[src/rtl/sxe_pkg.sv]
// ----------------------------------------------------------------------------
// sxe_pkg
// Shared types and opcodes for the SIC/XE execute unit.
// ----------------------------------------------------------------------------
package sxe_pkg;

  typedef struct packed {
    logic [7:0]  cmd;
    logic [23:0] operand;
    logic [2:0]  first_reg;
    logic [2:0]  second_reg;
    logic [23:0] next_pc;
  } sxe_in_t;

  typedef struct packed {
    logic        mem_write;
    logic [23:0] mem_addr;
    logic [23:0] mem_data;
    logic [1:0]  mem_bytes;
    logic        branch_taken;
    logic [23:0] new_pc;
    logic [1:0]  cond_code;
    logic [1:0]  status;
  } sxe_out_t;

  // Operation classes decided by the front part
  typedef enum logic [4:0] {
    OP_ADD, OP_SUB, OP_MUL, OP_DIV, OP_CMP,
    OP_ADDR, OP_SUBR, OP_MULR, OP_DIVR, OP_CMPR, OP_RMO, OP_CLEAR,
    OP_LOAD, OP_LDCH, OP_STORE, OP_STSW, OP_STCH,
    OP_JEQ, OP_JGT, OP_JLT, OP_J, OP_JSUB, OP_RSUB, OP_BAD
  } sxe_op_e;

  // Classified item passed from front to back
  typedef struct packed {
    sxe_op_e     op;
    logic [2:0]  reg_a;    // selector read (first), or cleared by CLEAR
    logic [2:0]  reg_b;    // selector read/written (second, or load target)
    logic [23:0] operand;
    logic [23:0] next_pc;
  } sxe_uop_t;

  localparam logic [7:0] OPC_ADD = 8'h18, OPC_SUB = 8'h1c, OPC_MUL = 8'h20;
  localparam logic [7:0] OPC_DIV = 8'h24, OPC_COMP = 8'h28;
  localparam logic [7:0] OPC_ADDR = 8'h90, OPC_SUBR = 8'h94, OPC_MULR = 8'h98;
  localparam logic [7:0] OPC_DIVR = 8'h9c, OPC_COMPR = 8'ha0, OPC_RMO = 8'hac;
  localparam logic [7:0] OPC_CLEAR = 8'hb4;
  localparam logic [7:0] OPC_LDA = 8'h00, OPC_LDX = 8'h04, OPC_LDL = 8'h08;
  localparam logic [7:0] OPC_LDB = 8'h68, OPC_LDS = 8'h6c, OPC_LDT = 8'h74;
  localparam logic [7:0] OPC_LDCH = 8'h50;
  localparam logic [7:0] OPC_STA = 8'h0c, OPC_STX = 8'h10, OPC_STL = 8'h14;
  localparam logic [7:0] OPC_STCH = 8'h54, OPC_STB = 8'h78, OPC_STS = 8'h7c;
  localparam logic [7:0] OPC_STT = 8'h84, OPC_STSW = 8'he8;
  localparam logic [7:0] OPC_JEQ = 8'h30, OPC_JGT = 8'h34, OPC_JLT = 8'h38;
  localparam logic [7:0] OPC_J = 8'h3c, OPC_JSUB = 8'h48, OPC_RSUB = 8'h4c;

  localparam logic [2:0] REG_A = 3'd0, REG_X = 3'd1, REG_L = 3'd2;
  localparam logic [2:0] REG_B = 3'd3, REG_S = 3'd4, REG_T = 3'd5;

  localparam logic [1:0] ST_OK = 2'd0, ST_UNSUP = 2'd1, ST_DIV0 = 2'd2;
  localparam logic [1:0] CC_EQ = 2'd0, CC_GT = 2'd1, CC_LT = 2'd2;

endpackage

[src/rtl/sxe_front.sv]
// ----------------------------------------------------------------------------
// sxe_front
// Decodes the opcode byte into an operation class and register selectors.
// ----------------------------------------------------------------------------
module sxe_front (
  input  sxe_pkg::sxe_in_t  item_i,
  output sxe_pkg::sxe_uop_t uop_o
);
  import sxe_pkg::*;

  always_comb begin
    uop_o.op      = OP_BAD;
    uop_o.reg_a   = item_i.first_reg;
    uop_o.reg_b   = item_i.second_reg;
    uop_o.operand = item_i.operand;
    uop_o.next_pc = item_i.next_pc;
    unique case (item_i.cmd)
      OPC_ADD:   uop_o.op = OP_ADD;
      OPC_SUB:   uop_o.op = OP_SUB;
      OPC_MUL:   uop_o.op = OP_MUL;
      OPC_DIV:   uop_o.op = OP_DIV;
      OPC_COMP:  uop_o.op = OP_CMP;
      OPC_ADDR:  uop_o.op = OP_ADDR;
      OPC_SUBR:  uop_o.op = OP_SUBR;
      OPC_MULR:  uop_o.op = OP_MULR;
      OPC_DIVR:  uop_o.op = OP_DIVR;
      OPC_COMPR: uop_o.op = OP_CMPR;
      OPC_RMO:   uop_o.op = OP_RMO;
      OPC_CLEAR: uop_o.op = OP_CLEAR;
      OPC_LDA:   begin uop_o.op = OP_LOAD; uop_o.reg_b = REG_A; end
      OPC_LDX:   begin uop_o.op = OP_LOAD; uop_o.reg_b = REG_X; end
      OPC_LDL:   begin uop_o.op = OP_LOAD; uop_o.reg_b = REG_L; end
      OPC_LDB:   begin uop_o.op = OP_LOAD; uop_o.reg_b = REG_B; end
      OPC_LDS:   begin uop_o.op = OP_LOAD; uop_o.reg_b = REG_S; end
      OPC_LDT:   begin uop_o.op = OP_LOAD; uop_o.reg_b = REG_T; end
      OPC_LDCH:  uop_o.op = OP_LDCH;
      OPC_STA:   begin uop_o.op = OP_STORE; uop_o.reg_a = REG_A; end
      OPC_STX:   begin uop_o.op = OP_STORE; uop_o.reg_a = REG_X; end
      OPC_STL:   begin uop_o.op = OP_STORE; uop_o.reg_a = REG_L; end
      OPC_STB:   begin uop_o.op = OP_STORE; uop_o.reg_a = REG_B; end
      OPC_STS:   begin uop_o.op = OP_STORE; uop_o.reg_a = REG_S; end
      OPC_STT:   begin uop_o.op = OP_STORE; uop_o.reg_a = REG_T; end
      OPC_STSW:  uop_o.op = OP_STSW;
      OPC_STCH:  uop_o.op = OP_STCH;
      OPC_JEQ:   uop_o.op = OP_JEQ;
      OPC_JGT:   uop_o.op = OP_JGT;
      OPC_JLT:   uop_o.op = OP_JLT;
      OPC_J:     uop_o.op = OP_J;
      OPC_JSUB:  uop_o.op = OP_JSUB;
      OPC_RSUB:  uop_o.op = OP_RSUB;
      default:   uop_o.op = OP_BAD;
    endcase
  end

endmodule

[src/rtl/sxe_queue.sv]
// ----------------------------------------------------------------------------
// sxe_queue
// Two-entry queue between the decode front and the execute back.
// ----------------------------------------------------------------------------
module sxe_queue (
  input  logic              clk_i,
  input  logic              rst_ni,
  input  logic              wr_i,
  input  sxe_pkg::sxe_uop_t wdata_i,
  output logic              full_o,
  input  logic              rd_i,
  output logic              empty_o,
  output sxe_pkg::sxe_uop_t rdata_o
);
  import sxe_pkg::*;

  sxe_uop_t   mem_q [2];
  logic       wptr_q, rptr_q;
  logic [1:0] cnt_q;

  assign full_o  = cnt_q == 2'd2;
  assign empty_o = cnt_q == 2'd0;
  assign rdata_o = mem_q[rptr_q];

  // storage
  always_ff @(posedge clk_i) begin
    if (wr_i && !full_o) mem_q[wptr_q] <= wdata_i;
  end

  // pointers
  always_ff @(posedge clk_i or negedge rst_ni) begin
    if (!rst_ni) begin
      wptr_q <= 1'b0;
      rptr_q <= 1'b0;
      cnt_q  <= 2'd0;
    end else begin
      if (wr_i && !full_o) wptr_q <= ~wptr_q;
      if (rd_i && !empty_o) rptr_q <= ~rptr_q;
      cnt_q <= cnt_q + 2'(wr_i && !full_o) - 2'(rd_i && !empty_o);
    end
  end

  a_cnt_range: assert property (@(posedge clk_i) disable iff (!rst_ni) cnt_q != 2'd3)
    else $error("queue count overflow");
  a_ptr_gap: assert property (@(posedge clk_i) disable iff (!rst_ni)
    (cnt_q == 2'd1) |-> (wptr_q != rptr_q))
    else $error("pointers disagree with count");
  a_no_ovf: assert property (@(posedge clk_i) disable iff (!rst_ni)
    full_o && !(rd_i && !empty_o) |=> full_o)
    else $error("full queue lost an entry");

endmodule

[src/rtl/sxe_divider.sv]
// ----------------------------------------------------------------------------
// sxe_divider
// Signed restoring divider, one quotient bit per cycle, truncating to zero.
// ----------------------------------------------------------------------------
module sxe_divider #(
  parameter int W = 24
) (
  input  logic         clk_i,
  input  logic         rst_ni,
  input  logic         start_i,
  input  logic [W-1:0] num_i,
  input  logic [W-1:0] den_i,
  output logic         done_o,
  output logic [W-1:0] quot_o
);
  localparam int CW = $clog2(W + 1);

  logic [W-1:0]  rem_q, quo_q, den_q;
  logic [CW-1:0] cnt_q;
  logic          neg_q, busy_q;
  logic [W:0]    trial;
  logic [W-1:0]  shrem;

  assign shrem  = {rem_q[W-2:0], quo_q[W-1]};
  assign trial  = {1'b0, shrem} - {1'b0, den_q};
  assign quot_o = neg_q ? (~quo_q + W'(1)) : quo_q;

  always_ff @(posedge clk_i or negedge rst_ni) begin
    if (!rst_ni) begin
      busy_q <= 1'b0;
      done_o <= 1'b0;
      cnt_q  <= '0;
    end else begin
      done_o <= 1'b0;
      if (start_i) begin
        busy_q <= 1'b1;
        cnt_q  <= CW'(W);
      end else if (busy_q) begin
        cnt_q <= cnt_q - CW'(1);
        if (cnt_q == CW'(1)) begin
          busy_q <= 1'b0;
          done_o <= 1'b1;
        end
      end
    end
  end

  // datapath: magnitudes in, one shift-subtract step per cycle
  always_ff @(posedge clk_i) begin
    if (start_i) begin
      rem_q <= '0;
      quo_q <= num_i[W-1] ? (~num_i + W'(1)) : num_i;
      den_q <= den_i[W-1] ? (~den_i + W'(1)) : den_i;
      neg_q <= num_i[W-1] ^ den_i[W-1];
    end else if (busy_q) begin
      if (!trial[W]) begin
        rem_q <= trial[W-1:0];
        quo_q <= {quo_q[W-2:0], 1'b1};
      end else begin
        rem_q <= shrem;
        quo_q <= {quo_q[W-2:0], 1'b0};
      end
    end
  end

endmodule

[src/rtl/sxe_back.sv]
// ----------------------------------------------------------------------------
// sxe_back
// Executes classified items against the register file and status word.
// ----------------------------------------------------------------------------
module sxe_back #(
  parameter int W = 24
) (
  input  logic              clk_i,
  input  logic              rst_ni,
  input  logic              q_empty_i,
  input  sxe_pkg::sxe_uop_t uop_i,
  output logic              q_rd_o,
  output logic              empty_o,
  input  logic              pop_i,
  output sxe_pkg::sxe_out_t res_o
);
  import sxe_pkg::*;

  typedef enum logic [1:0] {S_IDLE, S_MUL, S_DIV, S_DONE} state_e;

  state_e      state_q;
  logic [W-1:0] rf_q [7];
  logic [1:0]  cc_q;       // status bits 6:5 as condition
  sxe_uop_t    cur_q;
  logic [W-1:0] prod_q;
  logic        div_start, div_done;
  logic [W-1:0] div_quot;
  sxe_out_t    res_q;
  logic        res_v_q;
  sxe_out_t    res_d;
  logic [1:0]  cc_d;

  logic [W-1:0] ra, rb, val, npcw, lhs, rhs, srcnum, srcden;
  logic         is_mul, is_div;

  function automatic logic [W-1:0] ext24(logic [23:0] v);
    logic [W+23:0] t;
    t = {{W{v[23]}}, v};
    return t[W-1:0];
  endfunction

  function automatic logic [23:0] lo24(logic [W-1:0] v);
    logic [W+23:0] t;
    t = {24'd0, v};
    return t[23:0];
  endfunction

  assign ra   = (uop_i.reg_a == 3'd7) ? '0 : rf_q[uop_i.reg_a];
  assign rb   = (uop_i.reg_b == 3'd7) ? '0 : rf_q[uop_i.reg_b];
  assign val  = ext24(uop_i.operand);
  assign npcw = ext24(uop_i.next_pc);
  assign is_mul = uop_i.op == OP_MUL || uop_i.op == OP_MULR;
  assign is_div = uop_i.op == OP_DIV || uop_i.op == OP_DIVR;
  // operand pair for mul/div
  assign lhs    = (uop_i.op == OP_MUL) ? rf_q[REG_A] : ra;
  assign rhs    = (uop_i.op == OP_MUL) ? val : rb;
  assign srcnum = (uop_i.op == OP_DIV) ? rf_q[REG_A] : rb;
  assign srcden = (uop_i.op == OP_DIV) ? val : ra;

  assign empty_o = !res_v_q;
  assign res_o   = res_q;
  assign q_rd_o  = state_q == S_IDLE && !q_empty_i && !res_v_q;
  assign div_start = q_rd_o && is_div && srcden != '0;

  sxe_divider #(.W(W)) u_div (
    .clk_i, .rst_ni, .start_i(div_start), .num_i(srcnum), .den_i(srcden),
    .done_o(div_done), .quot_o(div_quot)
  );

  function automatic logic [1:0] cmpf(logic [W-1:0] a, logic [W-1:0] b);
    if ($signed(a) > $signed(b)) return CC_GT;
    if ($signed(a) < $signed(b)) return CC_LT;
    return CC_EQ;
  endfunction

  // condition and result fields for the item at the queue head
  always_comb begin
    cc_d = cc_q;
    unique case (uop_i.op)
      OP_CMP:  cc_d = cmpf(rf_q[REG_A], val);
      OP_CMPR: cc_d = cmpf(ra, rb);
      default: ;
    endcase
    res_d = '0;
    res_d.cond_code = cc_d;
    unique case (uop_i.op)
      OP_DIV, OP_DIVR: if (srcden == '0) res_d.status = ST_DIV0;
      OP_STORE: begin
        res_d.mem_write = 1'b1;
        res_d.mem_addr  = uop_i.operand;
        res_d.mem_data  = lo24(ra);
        res_d.mem_bytes = 2'd3;
      end
      OP_STSW: begin
        res_d.mem_write = 1'b1;
        res_d.mem_addr  = uop_i.operand;
        res_d.mem_data  = {17'd0, cc_q, 5'd0};
        res_d.mem_bytes = 2'd3;
      end
      OP_STCH: begin
        res_d.mem_write = 1'b1;
        res_d.mem_addr  = uop_i.operand;
        res_d.mem_data  = {16'd0, rf_q[REG_A][7:0]};
        res_d.mem_bytes = 2'd1;
      end
      OP_JEQ: if (cc_q == CC_EQ) begin
        res_d.branch_taken = 1'b1; res_d.new_pc = uop_i.operand;
      end
      OP_JGT: if (cc_q == CC_GT) begin
        res_d.branch_taken = 1'b1; res_d.new_pc = uop_i.operand;
      end
      OP_JLT: if (cc_q == CC_LT) begin
        res_d.branch_taken = 1'b1; res_d.new_pc = uop_i.operand;
      end
      OP_J, OP_JSUB: begin
        res_d.branch_taken = 1'b1; res_d.new_pc = uop_i.operand;
      end
      OP_RSUB: begin
        res_d.branch_taken = 1'b1; res_d.new_pc = lo24(rf_q[REG_L]);
      end
      OP_BAD:  res_d.status = ST_UNSUP;
      default: ;
    endcase
  end

  always_ff @(posedge clk_i or negedge rst_ni) begin
    if (!rst_ni) begin
      state_q <= S_IDLE;
      res_v_q <= 1'b0;
      cc_q    <= CC_EQ;
      cur_q   <= '0;
      prod_q  <= '0;
      res_q   <= '0;
      for (int i = 0; i < 7; i++) rf_q[i] <= '0;
    end else begin
      if (pop_i && res_v_q) res_v_q <= 1'b0;
      unique case (state_q)
        S_IDLE: if (q_rd_o) begin
          cur_q  <= uop_i;
          prod_q <= lhs * rhs;
          res_q  <= res_d;
          cc_q   <= cc_d;
          if (is_mul) state_q <= S_MUL;
          else if (is_div) begin
            if (srcden == '0) res_v_q <= 1'b1;
            else state_q <= S_DIV;
          end else begin
            res_v_q <= 1'b1;
            unique case (uop_i.op)
              OP_ADD:  rf_q[REG_A] <= rf_q[REG_A] + val;
              OP_SUB:  rf_q[REG_A] <= rf_q[REG_A] - val;
              OP_ADDR: if (uop_i.reg_b != 3'd7) rf_q[uop_i.reg_b] <= ra + rb;
              OP_SUBR: if (uop_i.reg_b != 3'd7) rf_q[uop_i.reg_b] <= rb - ra;
              OP_RMO:  if (uop_i.reg_b != 3'd7) rf_q[uop_i.reg_b] <= ra;
              OP_CLEAR: if (uop_i.reg_a != 3'd7) rf_q[uop_i.reg_a] <= '0;
              OP_LOAD: rf_q[uop_i.reg_b] <= val;
              OP_LDCH: rf_q[REG_A][7:0] <= uop_i.operand[7:0];
              OP_JSUB: rf_q[REG_L] <= npcw;
              default: ;
            endcase
          end
        end
        S_MUL: begin
          // registered product written back in the cycle after it is formed
          if (cur_q.op == OP_MUL) rf_q[REG_A] <= prod_q;
          else if (cur_q.reg_b != 3'd7) rf_q[cur_q.reg_b] <= prod_q;
          res_v_q <= 1'b1;
          state_q <= S_IDLE;
        end
        S_DIV: if (div_done) begin
          if (cur_q.op == OP_DIV) rf_q[REG_A] <= div_quot;
          else if (cur_q.reg_b != 3'd7) rf_q[cur_q.reg_b] <= div_quot;
          res_v_q <= 1'b1;
          state_q <= S_IDLE;
        end
        default: state_q <= S_IDLE;
      endcase
    end
  end

  a_busy_no_res: assert property (@(posedge clk_i) disable iff (!rst_ni)
    (state_q != S_IDLE) |-> !res_v_q)
    else $error("result valid while back end busy");
  a_no_take_full: assert property (@(posedge clk_i) disable iff (!rst_ni)
    res_v_q |-> !q_rd_o)
    else $error("took item with result pending");
  a_mul_one: assert property (@(posedge clk_i) disable iff (!rst_ni)
    (state_q == S_MUL) |=> (state_q == S_IDLE))
    else $error("multiply writeback stuck");
  a_cc_valid: assert property (@(posedge clk_i) disable iff (!rst_ni) cc_q != 2'd3)
    else $error("condition both greater and less");

endmodule

[src/rtl/sxe_execute_top_unused.sv]
// ----------------------------------------------------------------------------
// sxe_trace_check
// Port-side checker for the result interface.
// ----------------------------------------------------------------------------
module sxe_trace_check (
  input logic clk_i,
  input logic rst_ni,
  input logic empty_i,
  input logic pop_i,
  input logic [1:0] status_i,
  input logic mem_write_i
);
  a_hold: assert property (@(posedge clk_i) disable iff (!rst_ni)
    (!empty_i && !pop_i) |=> !empty_i)
    else $error("result withdrawn before transfer");
  a_st: assert property (@(posedge clk_i) disable iff (!rst_ni)
    (!empty_i && status_i != 2'd0) |-> !mem_write_i)
    else $error("store flagged on failed instruction");
  a_st_range: assert property (@(posedge clk_i) disable iff (!rst_ni)
    !empty_i |-> status_i != 2'd3)
    else $error("bad status code");
endmodule

[src/rtl/sic_xe_execute_unit.sv]
// ----------------------------------------------------------------------------
// sic_xe_execute_unit
// SIC/XE execute unit: decode front, two-entry queue, execute back end.
// ----------------------------------------------------------------------------
// Channel  Direction  Transfer when        Payload
// input    in         push_i && !full_o    item_i  (sxe_in_t)
// result   out        pop_i && !empty_o    result_o (sxe_out_t)
//
// Most instructions pass through the queue and the back end, with the result
// registered. Mul adds the S_MUL state for the registered product. Div by a
// nonzero divisor waits in S_DIV for the one-bit-per-cycle divider.
// Reset clears registers, status word, queue and result register at once.
// A waiting result stalls the back end; the front keeps filling the queue.
// ----------------------------------------------------------------------------
module sic_xe_execute_unit #(
  parameter int WORD_WIDTH = 24
) (
  input  logic              clk_i,
  input  logic              rst_ni,
  input  logic              push_i,
  output logic              full_o,
  input  sxe_pkg::sxe_in_t  item_i,
  input  logic              pop_i,
  output logic              empty_o,
  output sxe_pkg::sxe_out_t result_o
);
  import sxe_pkg::*;

  sxe_uop_t uop_in, uop_out;
  logic     q_empty, q_rd;

  sxe_front u_front (.item_i(item_i), .uop_o(uop_in));

  sxe_queue u_queue (
    .clk_i, .rst_ni, .wr_i(push_i), .wdata_i(uop_in), .full_o(full_o),
    .rd_i(q_rd), .empty_o(q_empty), .rdata_o(uop_out)
  );

  sxe_back #(.W(WORD_WIDTH)) u_back (
    .clk_i, .rst_ni, .q_empty_i(q_empty), .uop_i(uop_out), .q_rd_o(q_rd),
    .empty_o(empty_o), .pop_i(pop_i), .res_o(result_o)
  );

  sxe_trace_check u_chk (
    .clk_i, .rst_ni, .empty_i(empty_o), .pop_i(pop_i),
    .status_i(result_o.status), .mem_write_i(result_o.mem_write)
  );

endmodule

[config.mk]
export PLATFORM = sky130hd
export DESIGN_NAME = sic_xe_execute_unit
export DESIGN_NICKNAME = d
export VERILOG_FILES = /design/src/rtl/sxe_pkg.sv /design/src/rtl/sxe_front.sv /design/src/rtl/sxe_queue.sv /design/src/rtl/sxe_divider.sv /design/src/rtl/sxe_back.sv /design/src/rtl/sxe_execute_top_unused.sv /design/src/rtl/sic_xe_execute_unit.sv
export SDC_FILE = /design/constraint.sdc
export NUM_CORES = 2
export LEC_CHECK = 0
export ABC_CLOCK_PERIOD_IN_PS = 8500
export BUFFER_PORTS_ARGS = -buffer_cell sky130_fd_sc_hd__buf_2
export CAP_MARGIN = 40
export CELL_PAD_IN_SITES_DETAIL_PLACEMENT = 0
export CELL_PAD_IN_SITES_GLOBAL_PLACEMENT = 1
export CORE_MARGIN = 2
export CORE_UTILIZATION = 45
export CTS_BUF_LIST = sky130_fd_sc_hd__clkbuf_4
export DETAILED_ROUTE_END_ITERATION = 16
export PLACE_DENSITY = 0.82
export SYNTH_ARGS = -nofsm -noshare
export SYNTH_HDL_FRONTEND = slang
export SYNTH_SLANG_ARGS = --single-unit
export TNS_END_PERCENT = 1
[constraint.sdc]
create_clock -name clk_i -period 8.5 [get_ports clk_i]
set_input_delay 1.7 -clock clk_i [delete_from_list [all_inputs] [get_ports clk_i]]
set_output_delay 1.7 -clock clk_i [all_outputs]
set_load 0.01 [all_outputs]
Word-level counts from Yosys, hierarchy flattened
Memory sizes are Yosys's and may differ from the RTL's.
Cells that the tools add are included.

cells by class
  order comparisons = 10
  $add $sub $neg = 11
  equality and inequality tests = 88
  reduce and logical (&&, ||, !) cells = 36
  mux-type cells = 103
  multipliers = 1
  bitwise operators = 11

operators by type and width
  cell                                                                    number
  168-bit two-way mux                                                     10
  168-bit bitwise mux                                                     6
  168-bit case mux with 3 select lines                                    1
  96-bit case mux with 5 select lines                                     1
  24-bit two-way mux                                                      19
  144-bit two-way mux                                                     2
  24-bit demux with 3-bit select                                          3
  168-bit bitwise AND                                                     1
  168-bit inverter                                                        1
  51-bit case mux with 3 select lines                                     1
  24-bit binary-select mux with 3-bit select                              2
  24-bit case mux with 6 select lines                                     1
  25-bit case mux with 5 select lines                                     1
  24-bit case mux with 5 select lines                                     1
  5-bit case mux with 23 select lines                                     1
  16-bit case mux with 7 select lines                                     1
  25-bit two-way mux                                                      3
  24-bit by 1-bit adder with 24-bit output (second input constant)        3
  8-bit by 7-bit equality test with 1-bit output (second input constant)  9
  8-bit equality test (second input constant)                             9
  24-bit inverter                                                         3
  8-bit case mux with 8 select lines                                      1
  8-bit by 6-bit equality test with 1-bit output (second input constant)  7
  24-bit adder                                                            2
  other kinds (57)                                                        171

word-level totals
  input bits = 66
  memories = 1
  RAM bits = 118
  word-level logic and storage cells = 293
  output and inout bits = 82
  register bits after elaboration = 366

memory list
  memory         depth  width  read ports  clocked after memory_dff  write ports  RTL line         text
  u_queue.mem_q  2      59     1           0                         1            sxe_queue.sv:17  sxe_uop_t mem_q [2];

Logic depth before layout (Yosys ltp)
An unclocked memory read counts as a cell.

  word-level depth = 14
  gate-level depth with buffers = 38
  mapped depth without buffers = 31

By module
Synthesis repeated with hierarchy kept, for this count alone.

second synthesis, totals
  cell total of the unflattened synthesis = 6,220
  area, all modules = 50,185.6 sq um

by module, submodules not included
  module       instances  seq. area each (sq um)  cells each  area each (sq um)
  sxe_back     1          7,056.8                 5,226       38,558.2
  sxe_divider  1          2,107.0                 628         5,703.0
  sxe_queue    1          3,643.5                 202         4,760.8
  sxe_front    1          0.0                     164         1,163.6

Least setup slack after synthesis
Ideal clock, no wire load.

  path type = register -> register
  start point = reg u_queue.rptr_q
  end point = reg u_back.prod_q[23]
  required time = 8,371 ps
  slack = 540 ps
  period minus slack after synthesis = 7,960 ps
  path buffers = 8
  setup time = 129 ps
  arrival = 7,831 ps
  stages on the path, launching flop included = 37
  path through = dfrtp_1 > buf_6 > buf_6 > buf_6 > mux2i_4 > buf_6 > buf_6 > buf_4 > nand2_1 > nand3_1 > o2111ai_1 > o21ai_1 > clkbuf_1 > clkbuf_1 > nand2_1 > fa_1 > inv_1 > fa_1 > inv_1 > fa_1 > inv_1 > ha_1 > fa_1 > fa_1 > inv_1 > fa_1 > inv_1 > ha_1 > and3_1 > a21o_1 > o41a_1 > a21oi_1 > a21oi_1 > a21o_1 > a21oi_1 > xnor2_1 > o21ai_1

between the ends
  cells in the longest elaborated chain, start to end = 8
  elaborated cells between the ends (all ways) = 17
  those cells by class = mul: 1; eq/ne: 3; mux: 10; bitwise: 2; memory: 1

RTL lines
  what                                                                  RTL line                        text
  start, declared                                                       sxe_queue.sv:18                 logic wptr_q, rptr_q;
  start signal, assigned                                                sxe_queue.sv:38                 if (rd_i && !empty_o) rptr_q <= ~rptr_q;
  memory 2 x 59 bit *                                                   --
  3-bit inverter with 4-bit output, on equally long branches            sxe_back.sv:48, sxe_back.sv:49
  24-bit binary-select mux with 3-bit select, on equally long branches  sxe_back.sv:48, sxe_back.sv:49
  24-bit two-way mux, on equally long branches (3 in a row)             sxe_back.sv:48, sxe_back.sv:49
  24-bit two-way mux, on equally long branches                          sxe_back.sv:55, sxe_back.sv:56
  24-bit by 24-bit multiplier with 24-bit output *                      sxe_back.sv:140                 prod_q <= lhs * rhs;
  end signal, assigned                                                  sxe_back.sv:140
  end, declared                                                         sxe_back.sv:25                  logic [W-1:0] prod_q;

Mark *: on every way between the ends. The rest lies on a longest branch, timed or not. The select of a mux whose other input is x is not followed.
A chain may end at the register's enable or synchronous reset.

Worst setup path after layout
  start point = reg u_queue.rptr_q
  end point = reg u_back.prod_q[19]

The elaborated chain is that of the path after synthesis.

==> tab_implementation.tex <==
\begin{tabular}{lr}
\hline
Metric & Value \\
\hline
\multicolumn{2}{l}{\textbf{Cells and area}} \\
\quad Area taken by multi-input logic gates & approximately 34000 sq um \\
\quad Final Net Count & 7363 \\
\quad Fill cell total of the finished layout & 10.5k \\
\quad Non-filler cells in the finished layout & 8452 \\
\quad Share of post-route cells with drive strength above 1 & approximately 17\% \\
\quad Synth-to-layout area growth & 16.9\% \\
\quad Area taken by flip-flops and latches & 12800 sq um \\
\multicolumn{2}{l}{\textbf{Placed design}} \\
\quad Number of cells in the design after placement & 8144 \\
\quad Placer Congestion & 1.13 \\
\quad Number of buffers added on ports & approximately 150 \\
\quad Half-perimeter wire length after detailed placement & around 220000 um \\
\quad Post-place setup slack & -254 ps \\
\multicolumn{2}{l}{\textbf{Global routing}} \\
\quad Number of antenna violations at the first check in global routing & 21 \\
\quad Vias in the first global route & between 50k and 60k \\
\quad Maximum number of pins on one net before global-route repair & 139 \\
\quad Global-route wire length before repair & 400000 um \\
\quad All-Layer GR Usage & 50.2\% \\
\quad GR Overflow Total & 0 \\
\multicolumn{2}{l}{\textbf{Die}} \\
\quad Horizontal die dimension & 336 um \\
\quad Full die area & between 100000 and 150000 sq um \\
\quad Number of I/O pins & roughly 150 \\
\quad Die boundary height & 336 um \\
\quad Starting utilization of the core area & between 40\% and 50\% \\
\quad Core ar. & 109000 sq um \\
\quad Std cell rows & 121 \\
\multicolumn{2}{l}{\textbf{Timing}} \\
\quad Max Slew Vio Count & 0 \\
\quad Post-route minimum period & 8330 ps \\
\quad Setup-violating endpoint count in the final report & 0 \\
\quad Final count of hold timing violations & 0 \\
\quad Worst hold slack across all endpoints & 482 ps \\
\quad Final total negative setup slack & 0 ps \\
\quad Headroom to the max-slew limit & 25.1\% \\
\quad Slack of the critical path & 174 ps \\
\quad Post-route clock skew & 76.1 ps \\
\quad Measured slew at the worst slew-check pin & 1110 ps \\
\quad Fmax & 120 MHz \\
\quad Final worst-path cycle share & 98.0\% \\
\multicolumn{2}{l}{\textbf{Routing}} \\
\quad First drt pass iteration count & 11 \\
\quad Count of vias placed by the detailed router & 56.7k \\
\quad Post-detailed-route count of antenna-violating nets & 0 \\
\quad Count of routing violations after the opening detailed-route iteration & between 8k and 9k \\
\quad Routed length per instance & $\sim$34 um \\
\quad DRC & 0 \\
\quad Sum of routed wire length over all layers & 290000 um \\
\quad Vias per Instance & between 6 and 7 \\
\multicolumn{2}{l}{\textbf{Flow run}} \\
\quad Max-Cap Viols & 0 \\
\multicolumn{2}{l}{\textbf{Synth}} \\
\quad Library cell occupying the most area in the post-synthesis netlist & sky130\_fd\_sc\_hd\_\_dfrtp\_1 \\
\quad Post-synthesis register bit count & 483 \\
\quad Proportion of synthesized chip area in sequential cells & 25.8\% \\
\quad Fraction of synthesis flops using an asynchronous set or reset pin & between 60\% and 70\% \\
\quad Most frequently used flop master after synthesis & sky130\_fd\_sc\_hd\_\_dfrtp\_1 \\
\quad Most repeated cell in the gate-level netlist after synthesis & sky130\_fd\_sc\_hd\_\_nand2\_1 \\
\quad Top area cells in the synthesized netlist & sky130\_fd\_sc\_hd\_\_dfrtp\_1, sky130\_fd\_sc\_hd\_\_edfxtp\_1, sky130\_fd\_sc\_hd\_\_fa\_1 \\
\quad Number of nets in the synthesized netlist & 6883 \\
\quad Synth top cells by count & sky130\_fd\_sc\_hd\_\_nand2\_1, sky130\_fd\_sc\_hd\_\_o21ai\_0, sky130\_fd\_sc\_hd\_\_inv\_1 \\
\quad Area share of the largest cell type after synthesis & 14.8\% \\
\quad Synth cell types & $\sim$110 \\
\quad Post-synthesis cell area & 49700 sq um \\
\quad Mapped Cells & 6363 \\
\quad Warnings from Yosys & 0 \\
\quad Average cell area after synthesis & 7.81 sq um \\
\quad EDFF count, synth & 167 \\
\multicolumn{2}{l}{\textbf{Run status}} \\
\quad Status & finished clean \\
\multicolumn{2}{l}{\textbf{CTS}} \\
\quad CTS tree & done \\
\quad Clk Latency, worst-skew pair & approximately 1200 ps \\
\quad CTS H-tree lvls & 4 \\
\quad Clock buffers created by TritonCTS & roughly 150 \\
\quad Root buffer cell & sky130\_fd\_sc\_hd\_\_clkbuf\_4 \\
\quad CTS sink cnt & slightly below 500 \\
\quad Bufs on Longest Clock Path & 3 \\
\quad Hold buffer count at CTS & 0 \\
\quad Post-CTS clock slew at the launch and capture registers of the worst setup and hold paths & 60 ps \\
\multicolumn{2}{l}{\textbf{Min path}} \\
\quad Hold path startpoint & u\_back.res\_o[71] \\
\quad Worst min-delay path category & reg -> reg \\
\quad Cell depth of the worst min-delay path & 2 \\
\quad Worst Hold End & u\_back.res\_o[71] \\
\multicolumn{2}{l}{\textbf{Worst setup path}} \\
\quad Start of the worst register-to-register path & u\_queue.rptr\_q \\
\quad Worst r2r path cells & 28 \\
\quad Kind of capture point of the worst setup path & register \\
\quad R2r endpoint & u\_back.prod\_q[19] \\
\quad Worst endpoint data arrival time & 9340 ps \\
\quad CP Launch Type & register \\
\quad Critical Path RT & roughly 9500 ps \\
\quad Peak per-stage delay on the critical path & between 500 and 600 ps \\
\quad Slack of the worst reg-to-reg path & 170 ps \\
\quad CP most frequent cell & sky130\_fd\_sc\_hd\_\_fa\_1 \\
\quad Slowest cell on crit path & sky130\_fd\_sc\_hd\_\_dfrtp\_4 \\
\quad Crit-path max FO & 11 \\
\quad CP Class & reg -> reg \\
\hline
\end{tabular}
[cells in the final DEF, fill, tap and decap left out, types with 30 or more instances in the layout]
| cell | Yosys | final |
|---|---|---|
| sky130_fd_sc_hd__a211oi_1 | 47 | 47 |
| sky130_fd_sc_hd__a21o_1 | 65 | 65 |
| sky130_fd_sc_hd__a21oi_1 | 425 | 418 |
| sky130_fd_sc_hd__a221o_1 | 41 | 41 |
| sky130_fd_sc_hd__a221oi_1 | 67 | 66 |
| sky130_fd_sc_hd__a22oi_1 | 115 | 115 |
| sky130_fd_sc_hd__a31oi_1 | 82 | 80 |
| sky130_fd_sc_hd__and2_1 | 48 | 47 |
| sky130_fd_sc_hd__buf_2 | 65 | 153 |
| sky130_fd_sc_hd__buf_4 | 20 | 568 |
| sky130_fd_sc_hd__clkbuf_4 | 0 | 208 |
| sky130_fd_sc_hd__clkinv_1 | 5 | 38 |
| sky130_fd_sc_hd__dfrtp_1 | 293 | 292 |
| sky130_fd_sc_hd__edfxtp_1 | 167 | 167 |
| sky130_fd_sc_hd__fa_1 | 218 | 218 |
| sky130_fd_sc_hd__ha_1 | 236 | 233 |
| sky130_fd_sc_hd__inv_1 | 466 | 466 |
| sky130_fd_sc_hd__mux2_2 | 47 | 45 |
| sky130_fd_sc_hd__mux2i_1 | 109 | 107 |
| sky130_fd_sc_hd__nand2_1 | 1007 | 1005 |
| sky130_fd_sc_hd__nand2b_1 | 71 | 71 |
| sky130_fd_sc_hd__nand3_1 | 136 | 135 |
| sky130_fd_sc_hd__nor2_1 | 464 | 457 |
| sky130_fd_sc_hd__nor2b_1 | 54 | 54 |
| sky130_fd_sc_hd__nor3_1 | 88 | 85 |
| sky130_fd_sc_hd__o211ai_1 | 65 | 65 |
| sky130_fd_sc_hd__o21a_1 | 42 | 42 |
| sky130_fd_sc_hd__o21ai_0 | 713 | 705 |
| sky130_fd_sc_hd__o21ai_1 | 53 | 52 |
| sky130_fd_sc_hd__o21bai_1 | 33 | 32 |
| sky130_fd_sc_hd__o221ai_1 | 31 | 30 |
| sky130_fd_sc_hd__o22ai_1 | 63 | 61 |
| sky130_fd_sc_hd__o31ai_1 | 40 | 39 |
| sky130_fd_sc_hd__xnor2_1 | 144 | 143 |
| sky130_fd_sc_hd__xor2_1 | 59 | 58 |
[stage by stage]
step | utilization [%] | cell area, sq um
after floorplan | - | 49700
after global placement | 50.4 | 55000
after detailed placement | 51.0 | 55700
after CTS | 52.8 | 57600
after global routing | 53.2 | 58100
final | 53.2 | 58100
[metal layers]
metal | vias to the layer above | share of wire (%) | GRT usage (%)
met4 | 12 | 10 | 40.1
met5 | - | 0.078 | 0.936
met3 | 1296 | 14 | 21.6
li1 | 23534 | - | -
met2 | 4461 | 39 | 69.4
met1 | 27348 | 36 | 60.5
[final cells by class]
class	instances	share of cell area [%]
Clock buffer	207	2.67
Timing Repair Buffer	780	10.6
Sequential cell	483	22.0
Tap cell	1476	3.18
Antenna cell	18	0.0775
Multi-Input combinational cell	4959	57.8
Clock inverter	55	0.607
Inverter	474	3.06
[kinds of logic (layout without fill, tap and decap cells)]
| family | Yosys count | in the layout | share of synthesized area, % |
|---|---|---|---|
| adder cells (fa/ha/maj) | 454 | 454 | 14.7 |
| multiplexers | 175 | 176 | 3.92 |
| XOR/XNOR | 207 | 207 | 3.75 |
| other | 0 | 18 | 0 |
| flip-flops | 483 | 483 | 25.8 |
| buffers and inverters | 922 | 1516 | 7.53 |
| AND/OR/NAND/NOR | 2015 | 2015 | 17.6 |
| AO/OA/AOI/OAI | 2107 | 2107 | 26.7 |
[timing repair]
item	CTS	global route
cloned	1	4
endpoints found under the hold margin	0	0
pin swaps	0	6
resized for setup	5	33
setup endpoints to repair	2	6
setup buffers	1	16
[critical path, delay by kind of cell, from the launching register on]
family          cells  cell delay [ps]
fa+ha+maj           8             3900
compound gates      5              980
flops               1              570
simple gates        3              460
mux                 2              730
xor+xnor            1              290
buf+inv             9             1160
[worst max-delay path by stage]
stage / slack, ps / from / end
3_3_place_gp: -130 / u_queue.rptr_q / u_back.prod_q[19]
3_5_place_dp: -250 / u_queue.rptr_q / u_back.prod_q[19]
5_1_grt: -10 / u_queue.rptr_q / u_back.prod_q[19]
2_1_floorplan: 540 / u_queue.rptr_q / u_back.prod_q[23]
4_1_cts: 8 / u_queue.rptr_q / u_back.prod_q[19]
6_report: 170 / u_queue.rptr_q / u_back.prod_q[19]
Power is not shown: default switching activity piles up to over one toggle a cycle in this logic, so the estimate is an artifact.
